===== src/sv/nrh_pkg.sv =====
// ----------------------------------------------------------------------------
// nrh_pkg
// Shared constants, widths and controller/datapath command types.
// ----------------------------------------------------------------------------
package nrh_pkg;

    localparam int MAX_SAMPLES  = 4096;
    localparam int MAX_BINS     = 64;
    localparam int SAMPLE_WIDTH = 16;

    localparam int ADDR_W  = $clog2(MAX_SAMPLES);
    localparam int HELD_W  = $clog2(MAX_SAMPLES + 1);
    localparam int BIN_W   = $clog2(MAX_BINS);
    localparam int NB_W    = $clog2(MAX_BINS + 1);
    localparam int SPAN_W  = SAMPLE_WIDTH + 1;
    localparam int PROD_W  = SPAN_W + NB_W;
    localparam int QUO_W   = PROD_W;
    localparam int NORM_W  = 17;
    localparam int DIVN_W  = HELD_W + 16;
    localparam int CFG_W   = 7;
    localparam int CFG_RESET = 64;

    typedef struct packed {
        logic load;        // store one sample
        logic clear;       // reset run state
        logic bin_rd;      // issue memory read
        logic count_inc;   // bump the count of the selected bin
        logic norm_start;  // start normalize division
        logic peak_step;   // compare one bin for peak
    } nrh_cmd_t;

    typedef struct packed {
        logic div_done;
    } nrh_sts_t;

endpackage


===== src/sv/nrh_ctrl.sv =====
// ----------------------------------------------------------------------------
// nrh_ctrl
// Run sequencer: load, bin pass, peak search, normalize and emit.
// ----------------------------------------------------------------------------
module nrh_ctrl (
    input  logic                          aclk,
    input  logic                          aresetn,
    input  logic                          s_tvalid,
    output logic                          s_tready,
    input  logic                          s_last,
    input  logic [nrh_pkg::HELD_W-1:0]    held,
    input  logic [nrh_pkg::BIN_W:0]       nb,
    input  logic                          zero_span,
    input  nrh_pkg::nrh_sts_t             sts,
    output nrh_pkg::nrh_cmd_t             cmd,
    output logic [nrh_pkg::ADDR_W-1:0]    rd_idx,
    output logic [nrh_pkg::BIN_W-1:0]     bin_idx,
    output logic                          out_load,
    input  logic                          out_free
);
    localparam logic [2:0] S_LOAD = 3'd0;
    localparam logic [2:0] S_RD   = 3'd1;
    localparam logic [2:0] S_DIV  = 3'd2;
    localparam logic [2:0] S_PEAK = 3'd3;
    localparam logic [2:0] S_NRM  = 3'd4;
    localparam logic [2:0] S_NWT  = 3'd5;
    localparam logic [2:0] S_EMIT = 3'd6;
    localparam logic [2:0] S_NRD  = 3'd7;

    logic [2:0]                    st_reg, st_next;
    logic [nrh_pkg::HELD_W-1:0]    i_reg, i_next;
    logic [nrh_pkg::BIN_W-1:0]     b_reg, b_next;
    logic                          acc;
    logic                          last_b;

    assign acc     = s_tvalid && s_tready;
    assign rd_idx  = i_reg[nrh_pkg::ADDR_W-1:0];
    assign bin_idx = b_reg;
    assign last_b  = ({1'b0, b_reg} == nb - 1'b1);

    always_comb begin
        st_next  = st_reg;
        i_next   = i_reg;
        b_next   = b_reg;
        cmd      = '0;
        s_tready = 1'b0;
        out_load = 1'b0;
        unique case (st_reg)
            S_LOAD: begin
                s_tready = 1'b1;
                if (acc) begin
                    cmd.load = 1'b1;
                    if (s_last) begin
                        st_next = S_RD;
                        i_next  = '0;
                    end
                end
            end
            S_RD: begin
                if (i_reg == held) begin
                    st_next = S_PEAK;
                    b_next  = '0;
                end else begin
                    cmd.bin_rd = 1'b1;
                    st_next    = S_DIV;
                end
            end
            S_DIV: begin
                if (zero_span) begin
                    cmd.count_inc = 1'b1;
                    i_next  = i_reg + 1'b1;
                    st_next = S_RD;
                end else if (sts.div_done) begin
                    cmd.count_inc = 1'b1;
                    i_next  = i_reg + 1'b1;
                    st_next = S_RD;
                end
            end
            S_PEAK: begin
                cmd.peak_step = 1'b1;
                b_next = b_reg + 1'b1;
                if (last_b) begin
                    b_next  = '0;
                    st_next = S_NRD;
                end
            end
            S_NRD: begin
                st_next = S_NRM;
            end
            S_NRM: begin
                cmd.norm_start = 1'b1;
                st_next = S_NWT;
            end
            S_NWT: begin
                if (sts.div_done) st_next = S_EMIT;
            end
            S_EMIT: begin
                if (out_free) begin
                    out_load = 1'b1;
                    if (last_b) begin
                        cmd.clear = 1'b1;
                        b_next  = '0;
                        st_next = S_LOAD;
                    end else begin
                        b_next  = b_reg + 1'b1;
                        st_next = S_NRD;
                    end
                end
            end
            default: st_next = S_LOAD;
        endcase
    end

    always_ff @(posedge aclk) begin
        if (!aresetn) begin
            st_reg   <= S_LOAD;
            i_reg    <= '0;
            b_reg    <= '0;
        end else begin
            st_reg   <= st_next;
            i_reg    <= i_next;
            b_reg    <= b_next;
        end
    end

    assert property (@(posedge aclk) disable iff (!aresetn)
        s_tready |-> st_reg == S_LOAD)
        else $error("ready outside load");
    assert property (@(posedge aclk) disable iff (!aresetn)
        out_load |-> out_free)
        else $error("emit into full output");
    assert property (@(posedge aclk) disable iff (!aresetn)
        cmd.bin_rd |=> st_reg == S_DIV)
        else $error("read without divide");
    assert property (@(posedge aclk) disable iff (!aresetn)
        (st_reg == S_PEAK || st_reg == S_EMIT) |-> {1'b0, b_reg} < nb)
        else $error("bin index beyond range");
endmodule


===== config.mk =====
export PLATFORM = sky130hd
export DESIGN_NAME = nrh_ctrl
export DESIGN_NICKNAME = d
export VERILOG_FILES = /design/src/sv/nrh_pkg.sv /design/src/sv/nrh_ctrl.sv
export SDC_FILE = /design/constraint.sdc
export NUM_CORES = 1
export LEC_CHECK = 0
export ABC_CLOCK_PERIOD_IN_PS = 2700
export BUFFER_PORTS_ARGS = -buffer_cell sky130_fd_sc_hd__buf_2
export CORE_MARGIN = 1
export CORE_UTILIZATION = 50
export CTS_CLUSTER_SIZE = 28
export DETAILED_ROUTE_END_ITERATION = 8
export PLACE_DENSITY = 0.79
export SETUP_SLACK_MARGIN = 0.05
export SYNTH_ARGS = -nofsm -noshare
export SYNTH_HDL_FRONTEND = slang
export SYNTH_SLANG_ARGS = --single-unit

===== constraint.sdc =====
create_clock -name aclk -period 2.7 [get_ports aclk]
set_clock_uncertainty 0.2 [all_clocks]
set_input_delay 0.54 -clock aclk [delete_from_list [all_inputs] [get_ports aclk]]
set_output_delay 0.54 -clock aclk [all_outputs]
set_load 0.02 [all_outputs]

# Yosys cells after proc, flatten, opt, wreduce, memory -nomap -nowiden
# Index checks and enable logic that the tools add are counted.
# Widths: inputs -> output; s select.
dict set report totals {
  register_bits 22
  input_bits 27
  elab_cells 63
}
dict set report op_classes {
  add_sub_neg 3
  n_eq_ne 16
  n_mux 34
  n_reduce_logical 7
}
# cell n
set op_table {}
lappend op_table {{$mux 13} 4}
lappend op_table {{$pmux 13 s2} 1}
lappend op_table {{$mux 3} 8}
lappend op_table {{$pmux 3 s8} 1}
lappend op_table {{$mux 6} 3}
lappend op_table {{$pmux 6 s3} 1}
lappend op_table {{$mux 1} 16}
lappend op_table {{$add 13x1->13 const B} 1}
lappend op_table {{$eq 13x13->1} 1}
lappend op_table {{$eq 3x3->1 const B} 4}
lappend op_table {{$ne 2x2->1 const B} 6}
lappend op_table {{$eq 6x7->1} 1}
lappend op_table {{$sub 7x1->7 const B} 1}
lappend op_table {{$add 6x1->6 const B} 1}
lappend op_table {{$eq 3x2->1 const B} 2}
lappend op_table {{$reduce_and 6->1} 1}
lappend op_table {{$reduce_and 4->1} 1}
lappend op_table {{$eq 3x1->1 const B} 1}
lappend op_table {{$logic_not 3->1} 1}
lappend op_table {{$ne 3x3->1 const B} 1}
lappend op_table {{$reduce_and 3->1} 1}
lappend op_table {{$reduce_bool 3->1} 1}
lappend op_table {{$reduce_bool 2->1} 1}
lappend op_table {{$logic_and 1x1->1} 1}

# Longest topological paths before layout
# Gate-level depths: netlist of run 1.
dict set report logic_depth {
  word_depth 5
  depth_mapped 9
  ltp_nobuf 8
}

# Least setup slack after synthesis of run 1
# No wires, ideal clock.
dict set report synth_timing {
  kind {input -> output}
  start {in nb[0] (netlist bit)}
  end {out cmd[4] (netlist bit)}
  t_arrival_ns 2.128
  required_ns 1.960
  path_slack_ns -0.168
  path_stages 8
  path_buffers 1
  cell_sequence {inv_1 -> ha_1 -> nor4b_2 -> mux2_4 -> a211oi_2 -> nand4_2 -> buf_6 -> nor2b_1}
}
# element line
set synth_lines {}
lappend synth_lines {{start, declared} nrh_ctrl.sv:12} ;# input logic [nrh_pkg::BIN_W:0] nb,
lappend synth_lines {{end, declared} nrh_ctrl.sv:15} ;# output nrh_pkg::nrh_cmd_t cmd,

==> results of run 1 <==
-- cell families (layout without fill, tap and decap cells) --
kind of cell / count (synthesis) / after routing / synth area share, %
and+or+nand+nor: 90 / 90 / 30.65
AOI/OAI and AO/OA: 36 / 36 / 15.81
buffers and inverters: 28 / 69 / 10.16
xor gates and xnor gates: 26 / 26 / 13.70
DFF: 22 / 22 / 26.51
adders and majority gates: 3 / 3 / 2.259
muxes: 1 / 1 / 0.9033
-- layout make-up --
| class | count | area, sq um |
|---|---|---|
| Tap cell | 44 | 55.05 |
| Clock buffer | 3 | 22.52 |
| Timing Repair Buffer | 56 | 312.8 |
| Fill cell | 288 | 1095 |
| Inverter | 9 | 38.79 |
| Multi-Input combinational cell | 156 | 1107 |
| Clock inverter | 1 | 30.03 |
| Sequential cell | 22 | 441.7 |
-- critical path, stage by stage --
cell,delay [ps]
buf_8,100
inv_4,50
ha_4,130
nor4b_4,200
mux2_4,320
a211oi_2,160
nand4_2,190
nor2b_4,160
buf_6,120
-- stage by stage --
step                      util [%]  total power [mW]
after floorplan                  -            0.6482
after global placement       60.60            0.7179
after detailed placement     60.60            0.7221
after CTS                    63.79            0.9875
after global routing         64.72             1.056
final                        64.72            0.9967
-- routing by layer --
metal	track usage, %	vias to the layer above	wire length [microns]	part of all wire [%]
met5	0	-	0	0
met4	4.983	0	48	1.3
met3	4.803	6	165	4.3
met2	40.16	47	1916	50
met1	28.82	754	1694	44
li1	-	801	-	-
-- power breakdown --
group          switching [mW]  total, mW  internal, mW  leakage (nW)
Combinational           0.223      0.357         0.134         0.713
Sequential             0.0395      0.380         0.340         0.178
Clock                   0.109      0.260         0.150        0.0279
-- cell usage after synthesis, drive strengths merged, types with 2 or more instances --
cell / count / area, sq um
a211oi: 4 / 35.03
a21oi: 5 / 28.78
a31oi: 2 / 12.51
and2: 5 / 31.28
and3: 3 / 18.77
and4: 2 / 17.52
buf: 18 / 131.4
dfxtp: 22 / 440.4
ha: 3 / 37.54
inv: 9 / 33.78
nand2: 15 / 56.30
nand3: 10 / 50.05
nand3b: 2 / 15.01
nand4: 9 / 68.81
nor2: 21 / 95.09
nor2b: 7 / 43.79
nor3: 7 / 35.03
nor4: 2 / 18.77
o211ai: 4 / 35.03
o21ai: 7 / 35.03
o22ai: 2 / 12.51
o311ai: 3 / 26.28
or3: 2 / 12.51
xnor2: 3 / 26.28
xor2: 23 / 201.4
-- what timing repair did --
action | in CTS | in global routing
endpoints found under the setup margin | 1 | 2
setup buffers | 1 | 0
hold buffers | 0 | 0
pin swaps | 3 | 5
resized for setup | 10 | 8
-- worst min path at each step --
stage,to,from,cells after the start
2_1_floorplan,i_reg[9],i_reg[9],2
3_3_place_gp,i_reg[12],i_reg[12],2
5_1_grt,bin_idx[1],bin_idx[1],2
4_1_cts,bin_idx[1],bin_idx[1],2
6_report,bin_idx[1],bin_idx[1],2
3_5_place_dp,bin_idx[1],bin_idx[1],2
==> implementation parameters, run 1 <==
Parameter                              Value

Timing
  Endpoints failing hold ... 0
  Worst-Margin Slew ... 461.9 ps
  Max Clock Freq ... 368.1 MHz
  Final worst setup slack ... -16.85 ps
  Final Critical Period ... 2717 ps
  Worst slew margin relative to its limit ... a little under 70%
  Hold_ws ... 345.5 ps
  TNS Setup ... -16.85 ps
  Max-slew violation count ... 0
  RSZ-0062 raised after global routing ... yes
  Final clock period utilization by the worst path ... 100.6%
  Setup violation total in the final timing report ... 1

Global routing
  Wire length of the first global-routing pass ... approximately 6200 microns
  Number of antenna violations at the first check in global routing ... 0
  Overflow after GRT ... 0
  Largest net degree at the start of global routing ... 15
  Via count of the first global-routing pass ... 1374
  Total global-route track usage ... a little under a quarter

Worst hold path
  Min-Delay Path Class ... flop to flop

Floorplan
  Initial core utilization ... between 50 and 60%
  Die outline width ... a little under 60 microns
  Number of placement rows ... 20
  Vert. Die Dim ... 59.65 microns
  Placeable core region ... slightly above 3000 sq um
  Die area ... roughly 3600 sq um
  Number of I/O pins ... 53

Finish
  Top library cells by usage in the layout, fill and taps aside ... buf_2 (49), xor2_1 (23), dfxtp_1 (21)
  Inserted Diodes ... 0
  Final standard cell area without fillers ... about 2000 sq um
  Post-layout instance count excluding filler cells ... 291
  Relative area change from synthesis to final layout ... 20.86%
  Ratio of cells with drive above 1 in the final layout ... 32.79%
  Number of flip-flops under the largest register name ... 13
  Number of nets in the layout ... 278
  Most common cell after layout, fill and taps aside ... buf_2

Run
  Maximum Capacitance Violations ... 0

Place
  Place WS ... -107.4 ps
  Port bufs ... 52
  DP Area ... approximately 1900 sq um
  Gp weighted congestion ... just under 0.8
  Number of placed instances with taps included ... 286
  Final HPWL DP ... 2800 microns

Yosys
  Synthesized area per cell ... 8.066 sq um
  Sequential fraction of the synthesis area ... 26.51%
  Prevailing post-synth register cell ... dfxtp_1
  Warnings from Yosys ... 0
  Share of synthesized flip-flops with an asynchronous set or reset ... 0%
  Synthesized Nets ... 236
  Post-Syn Instances ... between 200 and 250
  Count of flip-flops with a built-in enable after synthesis ... 0
  Netlist area before placement ... 1662 sq um
  Count of state elements after synthesis ... 22
  Netlist cell types ... 52

Worst setup path
  Setup slack on the worst flop-to-flop path ... roughly 520 ps
  Critical path fanouts, max ... 2
  Crit path DAT ... roughly 2000 ps
  Critical Path End ... cmd[4]
  Data required time at the worst endpoint ... about 2000 ps
  Startpoint of the lowest-slack register-to-register path ... st_reg[1]
  Kind of capture point of the worst setup path ... output port
  Number of cells on the worst reg-to-reg path ... 5
  Type of element launching the critical path ... input pin
  Terminus of the critical flop-to-flop path ... i_reg[9]
  Launch point of the worst path ... nb[0]
  Kind of critical path ... input pin to output port

Pwr
  Leakage power figure ... ~0.92 nW
  Worst supply voltage drop on vdd ... 0.5228 mV
  Power per cell area ... 496.3 nW/um^2

Route
  Detailed-route wire length per cell ... 13.14 microns
  Drt via density ... between 5 and 6
  Total vias in the final route ... 1608
  DRT Pass-1 Iters ... 4
  Total Wirelength ... 3824 microns
  DR DRC count ... 0
  Detailed router's first-iteration violation count ... 95
  Number of routed nets with antenna violations ... 0

Clock tree
  Clock Latency Late Sink ... about 320 ps
  CTS tree ... built
  Master cell of the clock root buffer ... clkbuf_4
  Total clock buffers created by CTS ... 3
  Buffer depth of the longest clock path ... 2
  Max H-tree Level ... 1
  Clock edge transition at the registers on the reported setup and hold paths ... ~130 ps
  Sinks on the clock net ... 22

Run status
  Status ... finished, violations left
  Violated checks ... negative setup slack
(Power assumes the default switching activity.)
==> inputs of run 2 (changes only) <==
- CORE_ASPECT_RATIO: unset -> 0.7
==> run 2 against run 1 <==
  * The run now ends clean
  * Register-to-register slack better by 30 ps
  * Combinational power fell by 1%
  * Global-route usage down 1.7 points
  * Critical path depth up 1
  * Sequential cell count unchanged
  * Sequential share of layout area hardly changed
  * Critical endpoint unchanged
  * Largest power group unchanged
==> implementation parameters, run 2 (synthesis results as in run 1) <==
Parameter                              Value

Floorplan
  Number of I/O pins ... 53 (unchanged)
  Vert. Die Dim ... 50.23 microns (-16%)
  Die area ... 3561 sq um (+0.11%)
  Initial core utilization ... 52.78% (-0.77 points)
  Die outline width ... 70.90 microns (+19%)
  Placeable core region ... 3148 sq um (+1.5%)
  Number of placement rows ... 17 (-15%)

Timing
  Worst-Margin Slew ... 467.5 ps (+5.652 ps)
  Endpoints failing hold ... 0 (unchanged)
  Final clock period utilization by the worst path ... 99.20% (-1.4 points)
  Setup violation total in the final timing report ... 0 (-1)
  Max Clock Freq ... 373.4 MHz (+1.4%)
  Max-slew violation count ... 0 (unchanged)
  TNS Setup ... 0 ps (+16.85 ps)
  Final Critical Period ... 2678 ps (-38.51 ps)
  Worst slew margin relative to its limit ... 68.50% (-0.38 points)
  Final worst setup slack ... 21.66 ps (+38.51 ps)
  Hold_ws ... 349.0 ps (+3.454 ps)
  RSZ-0062 raised after global routing ... yes

Finish
  Relative area change from synthesis to final layout ... 20.56%
  Ratio of cells with drive above 1 in the final layout ... 31.33% (-1.5 points)
  Number of flip-flops under the largest register name ... 13 (unchanged)
  Inserted Diodes ... 0 (unchanged)
  Top library cells by usage in the layout, fill and taps aside ... buf_2 (49), xor2_1 (23), dfxtp_1 (22)
  Number of nets in the layout ... 280 (+0.72%)
  Most common cell after layout, fill and taps aside ... buf_2
  Filler cell count ... 300 (+4.2%)

Worst setup path
  Type of element launching the critical path ... input pin
  Max stage delay on crit path ... 240 ps (-80 ps)
  Critical path fanouts, max ... 3 (+1)
  Crit path buf inv count ... 4 (+1)
  Kind of critical path ... input pin to output port
  Sequence of cells on the critical path ... buf_6 > inv_4 > ha_4 > buf_4 > nor2b_1 > o21a_1 > o31ai_2 > nand4_2 > nor2b_4 > buf_6
  Startpoint of the lowest-slack register-to-register path ... st_reg[1]
  Kind of capture point of the worst setup path ... output port
  Launch point of the worst path ... nb[1]
  Critical Path Most Common Cell ... buf_6
  Crit path max-delay cell type ... o31ai_2
  Crit path DAT ... 1940 ps (-40 ps)
  Largest delay share family, worst path ... simple AND/OR/NAND/NOR gates
  Data required time at the worst endpoint ... 1960 ps (about the same)

Place
  Port bufs ... 52 (unchanged)
  Gp weighted congestion ... 0.8020 (+0.89%)
  Place WS ... -69.92 ps (+37.45 ps)
  Final HPWL DP ... 2856 microns (+2.0%)

Clock tree
  CTS tree ... built
  Max H-tree Level ... 1 (unchanged)
  Total clock buffers created by CTS ... 3 (unchanged)
  Clock edge transition at the registers on the reported setup and hold paths ... 80 ps (-50 ps)
  Master cell of the clock root buffer ... clkbuf_8
  Clock Latency Late Sink ... 260 ps (-60 ps)
  Buffer depth of the longest clock path ... 2 (unchanged)
  Sinks on the clock net ... 22 (unchanged)

Run status
  Status ... finished, final reports clean

Route
  Total vias in the final route ... 1602 (-0.37%)
  DRT Pass-1 Iters ... 6 (+2)
  Total Wirelength ... 3740 microns (-2.2%)
  DR DRC count ... 0 (unchanged)
  Detailed-route wire length per cell ... 13.03 microns (-0.83%)
  Drt via density ... 5.582 (+1.0%)
  Detailed router's first-iteration violation count ... 88 (-7.4%)
  Number of routed nets with antenna violations ... 0 (unchanged)

Worst hold path
  Hold_sp ... i_reg[9]
  Min-Delay Path Class ... flop to flop

Pwr
  Cell-internal power ... 0.6031 mW (-3.4%)
  Combinational Power Share ... 36.5% (+0.7 points)
  Worst supply voltage drop on vdd ... 0.3024 mV (-42%)
  Leakage power figure ... 0.9228 nW (+0.37%)
  Proportion of power drawn by the clock network ... 24.4% (-1.6 points)
  Power per cell area ... 481.9 nW/um^2 (-2.9%)
  Net Sw Power ... 0.3623 mW (-2.7%)
  Sw Share ... 37.53% (+0.17 points)
  Power, Total ... 0.9654 mW (-3.1%)
  Sequential power share ... 39.1% (+1.0 points)

Global routing
  Wire length of the first global-routing pass ... 5996 microns (-3.6%)
  Overflow after GRT ... 0 (unchanged)
  Via count of the first global-routing pass ... 1263 (-8.1%)
  Largest net degree at the start of global routing ... 15 (unchanged)
  Total global-route track usage ... 21.25% (-1.7 points)
  Number of antenna violations at the first check in global routing ... 0 (unchanged)

Run
  Maximum Capacitance Violations ... 0 (unchanged)
## run 2: repair_timing
action	4_1_cts	5_1_grt
pin swaps	3	3
setup endpoints to repair	1	1
hold buffers	0	0
setup buffers	2	0
gates resized for setup	9	5
## run 2: worst paths after layout
kind | endpoint | slack, ps | cells after the start
worst min register to register | i_reg[9] | 350 | 2
worst max register to register | i_reg[5] | 550 | 5
worst min-delay path | i_reg[9] | 350 | 2
worst max-delay path | cmd[4] | 20 | 10
## run 2: tightest hold or removal path, cell delays in order (launching register included)
cell	delay, ps
dfxtp_1	360
o21ai_0	90
a21oi_1	60
## run 2: final cells by class
cell class	count	area [sq um]	share of cell area (%)
timing repair buffer	58	327.8	16.36
inverter	9	38.79	1.936
sequential	22	440.4	21.99
multi-input combinational	156	1094	54.59
clock buffer	4	55.05	2.748
tap	38	47.55	2.374
## run 2: power groups by stage
stage	registers (mW)	logic, mW	clock network (mW)
2_1_floorplan	0.357	0.291	0
3_3_place_gp	0.384	0.333	0
3_5_place_dp	0.385	0.338	0
4_1_cts	0.377	0.345	0.240
5_1_grt	0.383	0.382	0.261
6_report	0.378	0.352	0.235
## run 2: metrics by stage
step                instances  cell area (sq um)  util (%)
finish                    287               2003     63.63
global placement          281               1881     59.74
global route              287               2003     63.63
detailed placement        281               1881     59.74
CTS                       287               1984     63.04
floorplan                 206               1678         -
## run 2: routing by layer
metal  wire length [microns]  part of all wire, %  global-route usage (%)
met1                    1931                   52                   31.99
met5                       0                    0                       0
met2                    1595                   43                   31.57
met3                     192                  5.1                   3.213
met4                      21                 0.56                   5.000
